`src/hw/rtl/bicubic_pixel_interpolator_defines.svh`:
```
// Assertion helpers for the bicubic pixel interpolator.
// Both macros compile to nothing when SYNTHESIS is defined.
`ifndef BICUBIC_PIXEL_INTERPOLATOR_DEFINES_SVH
`define BICUBIC_PIXEL_INTERPOLATOR_DEFINES_SVH

`ifndef SYNTHESIS

// Same-cycle implication: whenever ante holds, cons holds at that edge.
`define BPI_ASSERT_IMP(name, clk_s, rstn_s, ante, cons) \
  name: assert property (@(posedge clk_s) disable iff (!rstn_s) (ante) |-> (cons)) \
    else $error("bpi: same-cycle check failed");

// Next-cycle implication: whenever ante holds, cons holds at the next edge.
`define BPI_ASSERT_NXT(name, clk_s, rstn_s, ante, cons) \
  name: assert property (@(posedge clk_s) disable iff (!rstn_s) (ante) |=> (cons)) \
    else $error("bpi: next-cycle check failed");

`else

`define BPI_ASSERT_IMP(name, clk_s, rstn_s, ante, cons)
`define BPI_ASSERT_NXT(name, clk_s, rstn_s, ante, cons)

`endif

`endif

```
`src/hw/rtl/bpi_pkg.sv`:
```
`default_nettype none

package bpi_pkg;

  localparam int TAPS      = 4;
  localparam int CHANNELS  = 3;
  localparam int PIX_W     = 24;
  localparam int CHAN_W    = 8;
  localparam int FRAC_IN_W = 8;

  // Weights: 24 fraction bits, range about -0.15 .. 1.0, signed.
  localparam int WGT_FRAC  = 24;
  localparam int WGT_W     = 26;

  // Lane datapath widths.
  localparam int PROD_W    = 35;   // 9b signed pixel x weight
  localparam int ROW_W     = 37;   // sum of four products
  localparam int SPLIT     = 18;   // low slice of a row sum for the y multiply
  localparam int PART_W    = 45;   // one partial product of row x y weight
  localparam int ACC_W     = 64;
  localparam int OUT_SHIFT = 48;

  // Tap / row codes: column or row offset -1, 0, +1, +2.
  localparam logic [1:0] TAP_M1 = 2'd0;
  localparam logic [1:0] TAP_Z  = 2'd1;
  localparam logic [1:0] TAP_P1 = 2'd2;
  localparam logic [1:0] TAP_P2 = 2'd3;

  typedef logic [1:0]               row_t;
  typedef logic [CHAN_W-1:0]        chan_t;
  typedef logic signed [WGT_W-1:0]  wgt_t;
  typedef logic signed [ACC_W-1:0]  acc_t;

  // Per-stage tag that travels with a row down the pipeline.
  typedef struct packed {
    logic vld;
    row_t row;
  } ctl_t;

  // Accumulator control for the lanes.
  typedef struct packed {
    logic add;
    logic first;
  } acc_ctl_t;

endpackage

`default_nettype wire

```
`src/hw/rtl/bpi_merge.sv`:
```
`default_nettype none

// Floor and clamp the three channel sums into the output register.
module bpi_merge (
  input  wire logic          clk,
  input  wire logic          rst_n,
  input  wire logic          ld,
  input  wire bpi_pkg::acc_t acc [bpi_pkg::CHANNELS],
  input  wire logic          out_stall,
  output logic               out_valid,
  output bpi_pkg::chan_t     red,
  output bpi_pkg::chan_t     green,
  output bpi_pkg::chan_t     blue
);

  function automatic bpi_pkg::chan_t finish(bpi_pkg::acc_t s);
    bpi_pkg::chan_t r;
    priority if (s[bpi_pkg::ACC_W-1]) begin
      r = '0;
    end else if (|s[bpi_pkg::ACC_W-2:bpi_pkg::OUT_SHIFT+bpi_pkg::CHAN_W]) begin
      r = '1;
    end else begin
      r = s[bpi_pkg::OUT_SHIFT+bpi_pkg::CHAN_W-1:bpi_pkg::OUT_SHIFT];
    end
    return r;
  endfunction

  logic           out_valid_r, out_valid_nxt;
  bpi_pkg::chan_t rgb_r [bpi_pkg::CHANNELS];

  always_comb begin
    if (ld) begin
      out_valid_nxt = 1'b1;
    end else begin
      out_valid_nxt = out_valid_r && out_stall;
    end
  end

  always_ff @(posedge clk) begin
    if (!rst_n) begin
      out_valid_r <= 1'b0;
    end else begin
      out_valid_r <= out_valid_nxt;
    end
  end

  always_ff @(posedge clk) begin
    if (ld) begin
      for (int c = 0; c < bpi_pkg::CHANNELS; c++) begin
        rgb_r[c] <= finish(acc[c]);
      end
    end
  end

  assign out_valid = out_valid_r;
  assign red       = rgb_r[0];
  assign green     = rgb_r[1];
  assign blue      = rgb_r[2];

endmodule

`default_nettype wire

```
`config.mk`:
```
export PLATFORM = sky130hd
export DESIGN_NAME = bpi_merge
export DESIGN_NICKNAME = d
export VERILOG_FILES = /design/src/hw/rtl/bicubic_pixel_interpolator_defines.svh /design/src/hw/rtl/bpi_pkg.sv /design/src/hw/rtl/bpi_merge.sv
export SDC_FILE = /design/constraint.sdc
export NUM_CORES = 1
export LEC_CHECK = 0
export BUFFER_PORTS_ARGS = -buffer_cell sky130_fd_sc_hd__buf_2
export CORE_AREA = 2 2 85 87
export DETAILED_ROUTE_END_ITERATION = 10
export DIE_AREA = 0 0 87 89
export GPL_TIMING_DRIVEN = 0
export HOLD_SLACK_MARGIN = 0.05
export SLEW_MARGIN = 5
export SYNTH_ARGS = -nofsm -noshare
export SYNTH_HDL_FRONTEND = slang
export SYNTH_SLANG_ARGS = --single-unit
```
`constraint.sdc`:
```
create_clock -name clk -period 1.5 [get_ports clk]
set_input_delay 0.45 -clock clk [delete_from_list [all_inputs] [get_ports clk]]
set_output_delay 0.45 -clock clk [all_outputs]
set_load 0.05 [all_outputs]
```
==> impl_metrics.tcl <==
set metrics [dict create \
    grt_start_max_net_pins 26 \
    dp_hpwl_mm 2.410 \
    drtIter0Drc 34 \
    initial_core_util_pct 16.28 \
    synth_nets 283 \
    internal_power_uw 1119 \
    criticalPathCategory "reg2out" \
    die_area_um2 7743 \
    power_frac_clock_pct 23.5 \
    ys.warnings.count 0 \
    fin_total_pwr_uw 1627 \
    route.detailed.drc 0 \
    num_io_pins 221 \
    setup_tns_ns 0 \
    finalCritPeriodShare_pct 88.55 \
    tightest_slew_ns 0.5561 \
    place.gp.congestion 0.6357 \
    maxCapViolCount 0 \
    clockBufferDepth 2 \
    first_pass_iters 4 \
    grt_setup_unrepaired "no" \
    postSynthCellCount 87 \
    syn2layout_area_growth_pct 45.31 \
    fmax_ghz 0.7529 \
    synth_seq_cells 25 \
    syn-cell-area_um2 1094 \
    r2r_end "out_valid$_SDFF_PN0_" \
    h-tree-depth 1 \
    finalHoldViolCount 0 \
    std_cell_rows 30 \
    wl_per_cell_um 12.50 \
    worstPathRequired_ns 1.05 \
    arrival_ns 0.88 \
    leakage_uw 0.0006567 \
    drv_slew 0 \
    end_kind "output port" \
    via_per_inst 4.079 \
    worstRegToRegCells 2 \
    final_nets 358 \
    track_usage_pct 7.776 \
    layout_common_cells "buf_2 (70), nor2_1 (27), a31oi_1 (24), edfxtp_1 (24)" \
    ir_worst_vdd_mv 0.3574 \
    cp-start-kind "flop" \
    switching_share_pct 31.21 \
    timing.critical_path.buf_inv 1 \
    clk_pin_slew_ns 0.08 \
    cp.depth 1 \
    power_density_nw_per_um2 1024 \
    relSlewSlack_pct 62.93 \
    portBuffers 70 \
    hp-class "in2reg" \
    final_common_cell "buf_2" \
    setup_viol 0 \
    hold_path_depth 2 \
    cts_buffers 3 \
    drive_above_1_share_pct 49.07 \
    cts_setup_buffers 0 \
    antennaDiodeCount 0 \
    finalWirelength_mm 3.013 \
    stdcell_area_um2 1589 \
    fin_worst_skew_ns 0 \
    fin_util_pct 23.65 \
    path_max_fanout 1 \
    rrSetupSlack_ns 0.89 \
    hp-start "rst_n" \
    vias 983 \
    clkSinkCount 25 \
    cp_top_family "flip-flops" \
    crit_chain "buf_2" \
    ant_nets 0 \
    grt_overflow 0 \
    p_seq_share_pct 51.5 \
    min_to "out_valid$_SDFF_PN0_" \
    core_um2 6719 \
    clk_latency_ns 0.26 \
    dieHeight_um 89 \
    ys_seq_area_share_pct 67.73 \
    status "finished, final reports clean" \
    yosysUniqueCellTypes 9 \
    grt_pass1_vias 954 \
    period_needed_ns 1.328 \
    r2r_start "out_valid$_SDFF_PN0_" \
    antenna_found_initial 0 \
    grt_pass1_wl_mm 4.581 \
    power_frac_comb_pct 24.9 \
    syn_area_per_cell_um2 12.57 \
    cts_resized 0 \
    die_w_um 87 \
    cp_slowest_cell "edfxtp_1" \
    cts_tree "built" \
    cts-root-buf "clkbuf_8" \
    slowest_delay_ns 0.35 \
    hold_buffers 0 \
    fin_hold_ws_ns 0.4015 \
    dpl_cell_area_um2 1544 \
    switchingPower_uw 507.6 \
]
[metrics by stage]
stage | cells | setup slack [ns]
after detailed placement | 237 | 0.02471
after CTS | 241 | 0.1383
final | 241 | 0.1718
after floorplan | 87 | 0.2800
after global placement | 237 | 0.02449
after global routing | 241 | 0.1113
[cells in the mapped netlist]
cell type	number	share of area (%)
a21oi_1	1	0.46
a31oi_1	24	14
buf_1	3	1.0
clkbuf_2	3	1.4
dfxtp_1	1	1.8
edfxtp_1	24	66
nor2_1	27	9.3
nor2b_1	1	0.57
nor4_4	3	5.8
[how the worst max path moves through the flow]
| stage | to | startpoint | slack (ns) |
|---|---|---|---|
| after floorplan | rgb_r[0][0]$_SDFFCE_PP0P_ | acc[188] | 0.28 |
| after global placement | rgb_r[0][2]$_SDFFCE_PP0P_ | acc[188] | 0.02 |
| final | red[7] | rgb_r[0][7]$_SDFFCE_PP0P_ | 0.17 |
| after CTS | red[4] | rgb_r[0][4]$_SDFFCE_PP0P_ | 0.14 |
| after global routing | red[4] | rgb_r[0][4]$_SDFFCE_PP0P_ | 0.11 |
| after detailed placement | rgb_r[0][17]$_SDFFCE_PP0P_ | acc[58] | 0.02 |
[power by group through the flow]
stage	clock, uW	combinational [uW]	sequential (uW)
global route	425	434	845
finish	383	405	838
detailed placement	0	410	853
floorplan	0	63.9	1050
global placement	0	409	854
CTS	412	411	839
[routing by layer]
layer | global-route usage [%] | routed length (um) | vias up
met5 | 0 | 0 | -
met1 | 8.854 | 1258 | 460
met3 | 3.786 | 312 | 2
met4 | 2.557 | 33 | 0
met2 | 12.84 | 1409 | 40
li1 | - | - | 481
[cell type report]
type	instances	area [um^2]
fillers	708	5130
flip-flops and latches	25	740.7
repair buffers	70	350.3
multi-input cells	56	326.6
well taps	80	100.1
clock buffers	4	45.04
plain buffers	6	26.28
[registers in the layout (all words and copies together), names as in the netlist]
name,flops
rgb_r,24
out_valid,1
[cells by family (layout without fill, tap and decap cells)]
logic type	after synthesis	after routing	share of synthesized area (%)
buffers and inverters	6	80	2.402
AO/OA/AOI/OAI	25	25	14.19
AND/OR/NAND/NOR	31	31	15.68
flip-flops	25	25	67.73
Note: power is estimated with default switching activity, not from simulation.
