--- config.mk ---
export PLATFORM = sky130hd
export DESIGN_NAME = bpi_kernel
export DESIGN_NICKNAME = d
export VERILOG_FILES = /design/src/hw/rtl/bicubic_pixel_interpolator_defines.svh /design/src/hw/rtl/bpi_pkg.sv /design/src/hw/rtl/bpi_kernel.sv
export SDC_FILE = /design/constraint.sdc
export NUM_CORES = 1
export LEC_CHECK = 0
export BUFFER_PORTS_ARGS = -buffer_cell sky130_fd_sc_hd__buf_2
export CAP_MARGIN = 15
export CORE_MARGIN = 5
export CORE_UTILIZATION = 64
export CTS_BUF_LIST = sky130_fd_sc_hd__clkbuf_8
export CTS_CLUSTER_DIAMETER = 100
export DETAILED_ROUTE_END_ITERATION = 8
export GPL_TIMING_DRIVEN = 0
export MAX_ROUTING_LAYER = met4
export PLACE_DENSITY = 0.82
export SETUP_SLACK_MARGIN = 0.1
export SYNTH_ARGS = -nofsm -noshare
export SYNTH_HDL_FRONTEND = slang
export SYNTH_SLANG_ARGS = --single-unit
--- constraint.sdc ---
create_clock -name clk -period 13.5 [get_ports clk]
set_input_delay 0 -clock clk [delete_from_list [all_inputs] [get_ports clk]]
set_output_delay 0 -clock clk [all_outputs]
set_load 0.02 [all_outputs]
--- src/hw/rtl/bicubic_pixel_interpolator_defines.svh ---
// Assertion helpers for the bicubic pixel interpolator.
// Both macros compile to nothing when SYNTHESIS is defined.
`ifndef BICUBIC_PIXEL_INTERPOLATOR_DEFINES_SVH
`define BICUBIC_PIXEL_INTERPOLATOR_DEFINES_SVH

`ifndef SYNTHESIS

// Same-cycle implication: whenever ante holds, cons holds at that edge.
`define BPI_ASSERT_IMP(name, clk_s, rstn_s, ante, cons) \
  name: assert property (@(posedge clk_s) disable iff (!rstn_s) (ante) |-> (cons)) \
    else $error("bpi: same-cycle check failed");

// Next-cycle implication: whenever ante holds, cons holds at the next edge.
`define BPI_ASSERT_NXT(name, clk_s, rstn_s, ante, cons) \
  name: assert property (@(posedge clk_s) disable iff (!rstn_s) (ante) |=> (cons)) \
    else $error("bpi: next-cycle check failed");

`else

`define BPI_ASSERT_IMP(name, clk_s, rstn_s, ante, cons)
`define BPI_ASSERT_NXT(name, clk_s, rstn_s, ante, cons)

`endif

`endif

--- src/hw/rtl/bpi_pkg.sv ---
`default_nettype none

package bpi_pkg;

  localparam int TAPS      = 4;
  localparam int CHANNELS  = 3;
  localparam int PIX_W     = 24;
  localparam int CHAN_W    = 8;
  localparam int FRAC_IN_W = 8;

  // Weights: 24 fraction bits, range about -0.15 .. 1.0, signed.
  localparam int WGT_FRAC  = 24;
  localparam int WGT_W     = 26;

  // Lane datapath widths.
  localparam int PROD_W    = 35;   // 9b signed pixel x weight
  localparam int ROW_W     = 37;   // sum of four products
  localparam int SPLIT     = 18;   // low slice of a row sum for the y multiply
  localparam int PART_W    = 45;   // one partial product of row x y weight
  localparam int ACC_W     = 64;
  localparam int OUT_SHIFT = 48;

  // Tap / row codes: column or row offset -1, 0, +1, +2.
  localparam logic [1:0] TAP_M1 = 2'd0;
  localparam logic [1:0] TAP_Z  = 2'd1;
  localparam logic [1:0] TAP_P1 = 2'd2;
  localparam logic [1:0] TAP_P2 = 2'd3;

  typedef logic [1:0]               row_t;
  typedef logic [CHAN_W-1:0]        chan_t;
  typedef logic signed [WGT_W-1:0]  wgt_t;
  typedef logic signed [ACC_W-1:0]  acc_t;

  // Per-stage tag that travels with a row down the pipeline.
  typedef struct packed {
    logic vld;
    row_t row;
  } ctl_t;

  // Accumulator control for the lanes.
  typedef struct packed {
    logic add;
    logic first;
  } acc_ctl_t;

endpackage

`default_nettype wire

--- src/hw/rtl/bpi_kernel.sv ---
`default_nettype none

// Cubic kernel (a = -1) at t = u / 2^FRAC_BITS, three register stages.
// Inner branch: s^3 + u^2 (u - 2s); outer branch: -(u - s)(2s - u)^2.
module bpi_kernel #(
  parameter int FRAC_BITS = 8
) (
  input  wire logic                   clk,
  input  wire logic                   en,
  input  wire logic [FRAC_BITS+1:0]   u,
  output bpi_pkg::wgt_t               w
);

  localparam int UW  = FRAC_BITS + 2;
  localparam int SQW = 2 * FRAC_BITS + 1;
  localparam int FW  = UW + 1;
  localparam int PW  = SQW + 1 + FW;
  localparam int VW  = PW + 1;
  localparam int EW  = VW + bpi_pkg::WGT_FRAC;
  localparam int SH  = 3 * FRAC_BITS - bpi_pkg::WGT_FRAC;

  localparam logic [UW-1:0]        S_U   = {{(UW-1){1'b0}}, 1'b1} << FRAC_BITS;
  localparam logic [UW-1:0]        S2_U  = {{(UW-1){1'b0}}, 1'b1} << (FRAC_BITS + 1);
  localparam logic signed [FW-1:0] ONE_S = {{(FW-1){1'b0}}, 1'b1} << FRAC_BITS;
  localparam logic signed [FW-1:0] TWO_S = {{(FW-1){1'b0}}, 1'b1} << (FRAC_BITS + 1);
  localparam logic signed [VW-1:0] S3    = {{(VW-1){1'b0}}, 1'b1} << (3 * FRAC_BITS);

  logic                   inner, zero;
  logic [UW-1:0]          b, base;
  logic [SQW-1:0]         sq_nxt, sq_r;
  logic signed [FW-1:0]   fac_nxt, fac_r;
  logic                   inner_r, zero_r, inner2_r, zero2_r;
  logic signed [PW-1:0]   prod_nxt, prod_r;
  logic signed [VW-1:0]   val;
  logic signed [EW-1:0]   ext, wide;
  bpi_pkg::wgt_t          w_r;

  always_comb begin
    inner   = u < S_U;
    zero    = u > S2_U;
    b       = S2_U - u;
    base    = inner ? u : b;
    sq_nxt  = base * base;
    fac_nxt = inner ? ($signed({1'b0, u}) - TWO_S) : ($signed({1'b0, u}) - ONE_S);
  end

  assign prod_nxt = $signed({1'b0, sq_r}) * fac_r;

  always_comb begin
    if (zero2_r) begin
      val = '0;
    end else if (inner2_r) begin
      val = S3 + prod_r;
    end else begin
      val = -prod_r;
    end
    ext = val;
  end

  // Move onto 24 fraction bits; an arithmetic right shift is the floor.
  if (SH <= 0) begin : g_left
    assign wide = ext <<< (-SH);
  end else begin : g_right
    assign wide = ext >>> SH;
  end

  always_ff @(posedge clk) begin
    if (en) begin
      sq_r     <= sq_nxt;
      fac_r    <= fac_nxt;
      inner_r  <= inner;
      zero_r   <= zero;
      prod_r   <= prod_nxt;
      inner2_r <= inner_r;
      zero2_r  <= zero_r;
      w_r      <= wide[bpi_pkg::WGT_W-1:0];
    end
  end

  assign w = w_r;

endmodule

`default_nettype wire

==> results.json, run 1 <==
{
  "fmaxAchievable_mhz": 150,
  "ys_seq_area_share_pct": 20.6,
  "pre_cts_slack_ns": 7.14,
  "status": "finished clean",
  "area_delta_synth_final_pct": 6.63,
  "max-slew-margin-rel_pct": 54.8,
  "drt_iter0_drc": 422,
  "routed_wirelength_um": 24100,
  "worstPathArrival_ns": 6.81,
  "grt_pass1_vias": 8961,
  "antennaDiodeCount": 0,
  "via_per_inst": 5.53,
  "dr.pass1.iters": 6,
  "hold_violations": 0,
  "ctsRootBufferMaster": "clkbuf_8",
  "utilization_pct": 69.7,
  "track_usage_pct": 24.9,
  "std_cell_rows": 49,
  "crit_buf_inv": 8,
  "clk_latency_ns": 0.38,
  "grt_max_degree": 56,
  "cts_tree": "built",
  "coreArea_um2": 18100,
  "period_needed_ns": 6.68,
  "critPathCaptureType": "flip-flop",
  "cp.required_ns": 13.63,
  "drcViolationCount": 0,
  "rsz0062_at_grt": "no",
  "path_max_fanout": 9,
  "post-dp-hpwl_um": 20000,
  "placed_area_um2": 12300,
  "synth_area_um2": 11800,
  "fillers": 1344,
  "yosys.area.top_type": "fa_1",
  "ant_nets": 0,
  "final_cell_mix": "inv_1, fa_1, nand2_1, ha_1, and2_1",
  "nNetsFinal": 1609,
  "initial_core_util_pct": 65.4,
  "clock_path_buffers": 2,
  "mostFrequentLayoutCell": "inv_1",
  "drive_above_1_share_pct": 5.56,
  "vias": 8536,
  "postSynth.asyncResetShare_pct": 0,
  "post_cts_buffers": 0,
  "synth_warnings": 0,
  "maxCapViolCount": 0,
  "path_class": "in2reg",
  "fp.dieW_um": 146,
  "crit_slowest_cell": "fa_1",
  "synth.avg_cell_area_um2": 9.49,
  "io_pins": 38,
  "cts_buffers": 9,
  "synthFlopType": "edfxtp_1",
  "synth_edf_count": 81,
  "synth-seq-cells": 81,
  "cp_top_family": "adder cells",
  "die_area_um2": 21300,
  "final_max_slew_viol_count": 0,
  "timing.final.ws_setup_ns": 6.82,
  "synth.area.top_cells": "fa_1, edfxtp_1, ha_1",
  "overflow": 0,
  "yosysTopAreaCellShare_pct": 30.1,
  "clk_pin_slew_ns": 0.08,
  "wl_per_cell_um": 15.6,
  "clock_skew_ns": 0.0112,
  "syn-instance-count": 1247,
  "cts.sinks": 81,
  "slowest_delay_ns": 0.56,
  "cp-start-kind": "input port",
  "setup_tns_ns": 0,
  "gp_congestion": 0.914,
  "hold_class": "in2reg",
  "period_share_pct": 49.5,
  "antenna_found_initial": 0,
  "finalSetupViolCount": 0,
  "fp.dieH_um": 146,
  "fin_area_um2": 12600,
  "synthDistinctLibCells": 61,
  "port_buffers": 37,
  "worstMarginPinSlew_ns": 0.673,
  "grt_pass1_wl_um": 42100,
  "cts_max_level": 3
}
==> metal layers <==
layer / up-vias / part of all wire (%) / global-route usage, %
li1: 3987 / - / -
met1: 4232 / 39 / 28.9
met2: 251 / 52 / 43.4
met3: 66 / 5.8 / 4.61
met4: 0 / 3.2 / 8.64
met5: - / 0 / -
==> sequential cells by signal (all words and copies together) (netlist names) <==
name	cells
zero_r	1
sq_r	16
zero2_r	1
w	26
inner2_r	1
fac_r	10
prod_r	26
==> Yosys cell counts (all sizes together), types with 2 or more instances <==
master   count
a21boi       2
fa         178
nand4        4
clkbuf      35
and3         5
inv        277
a2111oi      2
a21o        10
xor2        16
o21ai       24
mux2         2
and4         2
nand3       10
nor2b        2
o21bai       3
xnor2       54
nand2      110
o211ai       4
o21a         4
nand3b       2
nor2        92
conb         2
and2        98
a311oi       2
buf          2
a31oi       12
edfxtp      81
or3          6
nor4         5
nor3        18
ha         110
or4          2
a211oi       2
nand2b      11
mux2i        4
a21oi       41
==> path summary, 6_finish.rpt <==
path | slack [ns] | to | cells after the start | from
setup / recovery | 6.82 | sq_r[14] | 26 | u[0]
hold / removal | 0.08 | sq_r[15] | 1 | en
setup reg to reg | 7.34 | prod_r[24] | 18 | fac_r[5]
hold reg to reg | 0.43 | zero2_r | 0 | zero_r
==> logic make-up after synthesis <==
family / synth area share, %
flip-flops: 20.6
buffers and inverters: 10.0
AO/OA/AOI/OAI: 6.29
multiplexers: 0.635
other: 0.0635
AND/OR/NAND/NOR: 15.3
adder cells (fa/ha/maj): 41.8
XOR/XNOR: 5.31
==> stage by stage <==
| step | hold WS [ns] | cells |
|---|---|---|
| finish | 0.0760 | 1543 |
| global placement | 0.193 | 1517 |
| CTS | 0.0762 | 1543 |
| floorplan | 0.0989 | 1251 |
| detailed placement | 0.200 | 1518 |
| global route | 0.0735 | 1543 |
==> worst register-to-register path, cell delays in order (launching register included) <==
cell and delay [ns]:
edfxtp_1 0.54, clkbuf_1 0.53, nand2_1 0.18, fa_1 0.57
inv_1 0.05, fa_1 0.55, fa_1 0.44, fa_1 0.49
inv_1 0.05, fa_1 0.47, inv_1 0.04, ha_1 0.35
o21a_1 0.14, o21ai_0 0.09, a21boi_0 0.34, o2111ai_1 0.26
a31oi_1 0.49, mux2i_1 0.23, nand2_1 0.11
==> final cells by class <==
class	count	area, µm²	area share (%)
buffer	37	148	1.17
clock buffer	9	124	0.982
clock inverter	7	53.8	0.427
inverter	277	1040	8.24
multi-input combinational	856	8230	65.2
sequential	81	2430	19.3
tap	229	287	2.27
timing repair buffer	47	305	2.42
==> timing repair <==
item | CTS | global route
resized for setup | 0 | 0
hold endpoints to repair | 9 | 0
hold buffers | 9 | 0
Power of run 1 is left out: the tool's default activity adds up to more than one toggle a clock period on the data nets, which glitch-free logic cannot reach.
==> run 2, diff against run 1 <==
--- a/config.mk
+++ b/config.mk
@@ -5,16 +5,17 @@
 export SDC_FILE = /design/constraint.sdc
 export NUM_CORES = 1
 export LEC_CHECK = 0
+export ABC_AREA = 1
 export BUFFER_PORTS_ARGS = -buffer_cell sky130_fd_sc_hd__buf_2
 export CAP_MARGIN = 15
 export CORE_MARGIN = 5
-export CORE_UTILIZATION = 64
+export CORE_UTILIZATION = 60
 export CTS_BUF_LIST = sky130_fd_sc_hd__clkbuf_8
 export CTS_CLUSTER_DIAMETER = 100
 export DETAILED_ROUTE_END_ITERATION = 8
 export GPL_TIMING_DRIVEN = 0
 export MAX_ROUTING_LAYER = met4
-export PLACE_DENSITY = 0.82
+export PLACE_DENSITY = 0.8
 export SETUP_SLACK_MARGIN = 0.1
 export SYNTH_ARGS = -nofsm -noshare
 export SYNTH_HDL_FRONTEND = slang
==> constraint.sdc (replaced) <==
create_clock -name clk -period 5.44 [get_ports clk]
set_input_delay 0 -clock clk [delete_from_list [all_inputs] [get_ports clk]]
set_output_delay 0 -clock clk [all_outputs]
set_load 0.02 [all_outputs]
==> results.json, run 2 <==
{
  "status": "finished clean",
  "drcViolationCount": 0,
  "clock_skew_ns": 0.0169,
  "io_pins": 38,
  "reg2reg_setup_slack_ns": 0.28,
  "mostFrequentLayoutCell": "inv_1",
  "synth_warnings": 0,
  "vias": 9603,
  "synth_compound_area_share_pct": 5.23,
  "synth_common_cells": "inv_1, nand2_1, fa_1, ha_1, nor2_1",
  "drt_iter0_drc": 446,
  "fp.dieH_um": 153,
  "synthFlopType": "edfxtp_1",
  "antennaDiodeCount": 0,
  "fp.dieW_um": 153,
  "nNetsFinal": 1866,
  "hold_violations": 0,
  "die_area_um2": 23400,
  "syn-instance-count": 1498,
  "reg2reg_to": "prod_r[23]",
  "final_cell_mix": "inv_1, nand2_1, fa_1, ha_1, nor2_1",
  "ctsRootBufferMaster": "clkbuf_8",
  "ant_nets": 0,
  "max-slew-margin-rel_pct": 62.5,
  "path_max_fanout": 11,
  "clk_pin_slew_ns": 0.10,
  "via_per_inst": 5.22,
  "maxCapViolCount": 0,
  "worstPathArrival_ns": 5.30,
  "cts_max_level": 3,
  "cts_tree": "built",
  "synth_top_family_by_area": "adder cells",
  "critPathLaunch": "fac_r[10]",
  "coreArea_um2": 20200,
  "area_delta_synth_final_pct": 9.93,
  "synthMuxAreaShare_pct": 0.0817,
  "ys_seq_area_share_pct": 19.9,
  "fmaxAchievable_mhz": 194,
  "antenna_found_initial": 0,
  "gp_congestion": 0.940,
  "synthMostInstantiatedCell": "inv_1",
  "drive_above_1_share_pct": 10.2,
  "cp-start-kind": "flip-flop",
  "clock_path_buffers": 2,
  "r2r.worst_path.cells": 20,
  "period_needed_ns": 5.16,
  "min_path_cells": 3,
  "std_cell_rows": 52,
  "whs_ns": 0.147,
  "synth.avg_cell_area_um2": 8.18,
  "finalSetupViolCount": 0,
  "hp-start": "u[9]",
  "period_share_pct": 94.9,
  "port_buffers": 37,
  "yosys.area.top_type": "fa_1",
  "routed_wirelength_um": 27400,
  "path_class": "reg2reg",
  "grt_pass1_wl_um": 46800,
  "r2r_start": "fac_r[10]",
  "synth_area_um2": 12200,
  "fin_area_um2": 13500,
  "overflow": 0,
  "clk_latency_ns": 0.40,
  "synth-simple-area-share_pct": 17.3,
  "synth-xor-area-share_pct": 2.78,
  "synthDistinctLibCells": 44,
  "utilization_pct": 66.8,
  "grt_max_degree": 71,
  "cts_buffers": 9,
  "placed_area_um2": 12800,
  "fillers": 1659,
  "synth-seq-cells": 81,
  "cts.sinks": 81,
  "worstMarginPinSlew_ns": 0.563,
  "setup_tns_ns": 0,
  "cp.required_ns": 5.58,
  "rsz0062_at_grt": "yes",
  "grt_pass1_vias": 10208,
  "synthAdderAreaFrac_pct": 40.3,
  "hold_class": "in2reg",
  "yosysTopAreaCellShare_pct": 29.1,
  "wl_per_cell_um": 14.9,
  "dr.pass1.iters": 5,
  "final_max_slew_viol_count": 0,
  "postSynth.asyncResetShare_pct": 0,
  "initial_core_util_pct": 60.7,
  "synth.area.top_cells": "fa_1, edfxtp_1, inv_1",
  "hold_path_end": "zero_r",
  "track_usage_pct": 25.3,
  "critPathCaptureType": "flip-flop",
  "post-dp-hpwl_um": 22700,
  "synth_edf_count": 81
}
run 2: cell types whose count changed after synthesis, moves of 23 or more:
cell     previous run  this run
nand2_1           110       309
nand3_1            10        46
a21oi_1            39        62
and2_1             98         1
inv_1             275       415
xnor2_1            53        16
run 2: per-layer routing:
metal	part of all wire (%)	wire length (µm)	track usage [%]
met1	38	10400	28.7
met2	51	13900	44.5
met3	5.6	1550	3.08
met4	5.6	1530	12.5
met5	0	0	-
run 2: how the worst max path moves through the flow:
stage | to | slack (ns) | cells after the start
2_1_floorplan | sq_r[16] | 0.26 | 28
3_3_place_gp | sq_r[16] | -0.46 | 29
3_5_place_dp | sq_r[16] | -0.50 | 29
4_1_cts | prod_r[23] | 0.11 | 22
5_1_grt | sq_r[16] | 0.08 | 30
6_report | prod_r[23] | 0.28 | 20
run 2: cells by family (layout without fill, tap and decap cells):
| logic type | count (synthesis) | after routing |
|---|---|---|
| simple gates | 505 | 505 |
| buf+inv | 464 | 532 |
| fa+ha+maj | 288 | 288 |
| compound gates | 119 | 119 |
| flops | 81 | 81 |
| xor+xnor | 38 | 38 |
| other cells | 2 | 6 |
| mux | 1 | 1 |
run 2: cell type report:
type / instances / area (µm²) / share of cell area (%)
Inverter: 419 / 1580 / 11.7
Tap cell: 270 / 338 / 2.51
Buffer: 40 / 236 / 1.76
Clock inverter: 6 / 115 / 0.855
Sequential cell: 81 / 2430 / 18.1
Clock buffer: 9 / 124 / 0.920
Multi-Input combinational cell: 957 / 8250 / 61.3
Timing Repair Buffer: 58 / 390 / 2.90
run 2: per-stage QoR:
| step | setup WS, ns | instances |
|---|---|---|
| global placement | -0.464 | 1809 |
| detailed placement | -0.495 | 1810 |
| floorplan | 0.264 | 1502 |
| CTS | 0.106 | 1833 |
| global route | 0.0752 | 1840 |
| finish | 0.278 | 1840 |
run 2: critical path, cell delays in order (launching register included):
cell	delay, ns
edfxtp_1	0.49
inv_2	0.15
buf_6	0.18
nor2_1	0.08
fa_1	0.55
inv_1	0.06
fa_1	0.50
fa_1	0.51
fa_1	0.52
fa_1	0.54
inv_1	0.04
ha_2	0.37
nand2_1	0.09
nor2_2	0.14
inv_2	0.07
nor2_4	0.13
nand4_1	0.16
nand3_2	0.14
nand2_1	0.06
nand2_1	0.06
xor2_1	0.06
run 2: what timing repair did:
action / in CTS / in global routing
hold buffers: 10 / 0
hold endpoints to repair: 21 / 0
endpoints found under the setup margin: 20 / 23
gates resized for setup: 27 / 84
pin swaps: 2 / 7
setup buffers: 3 / 7
Power of run 2 is left out for the same reason.
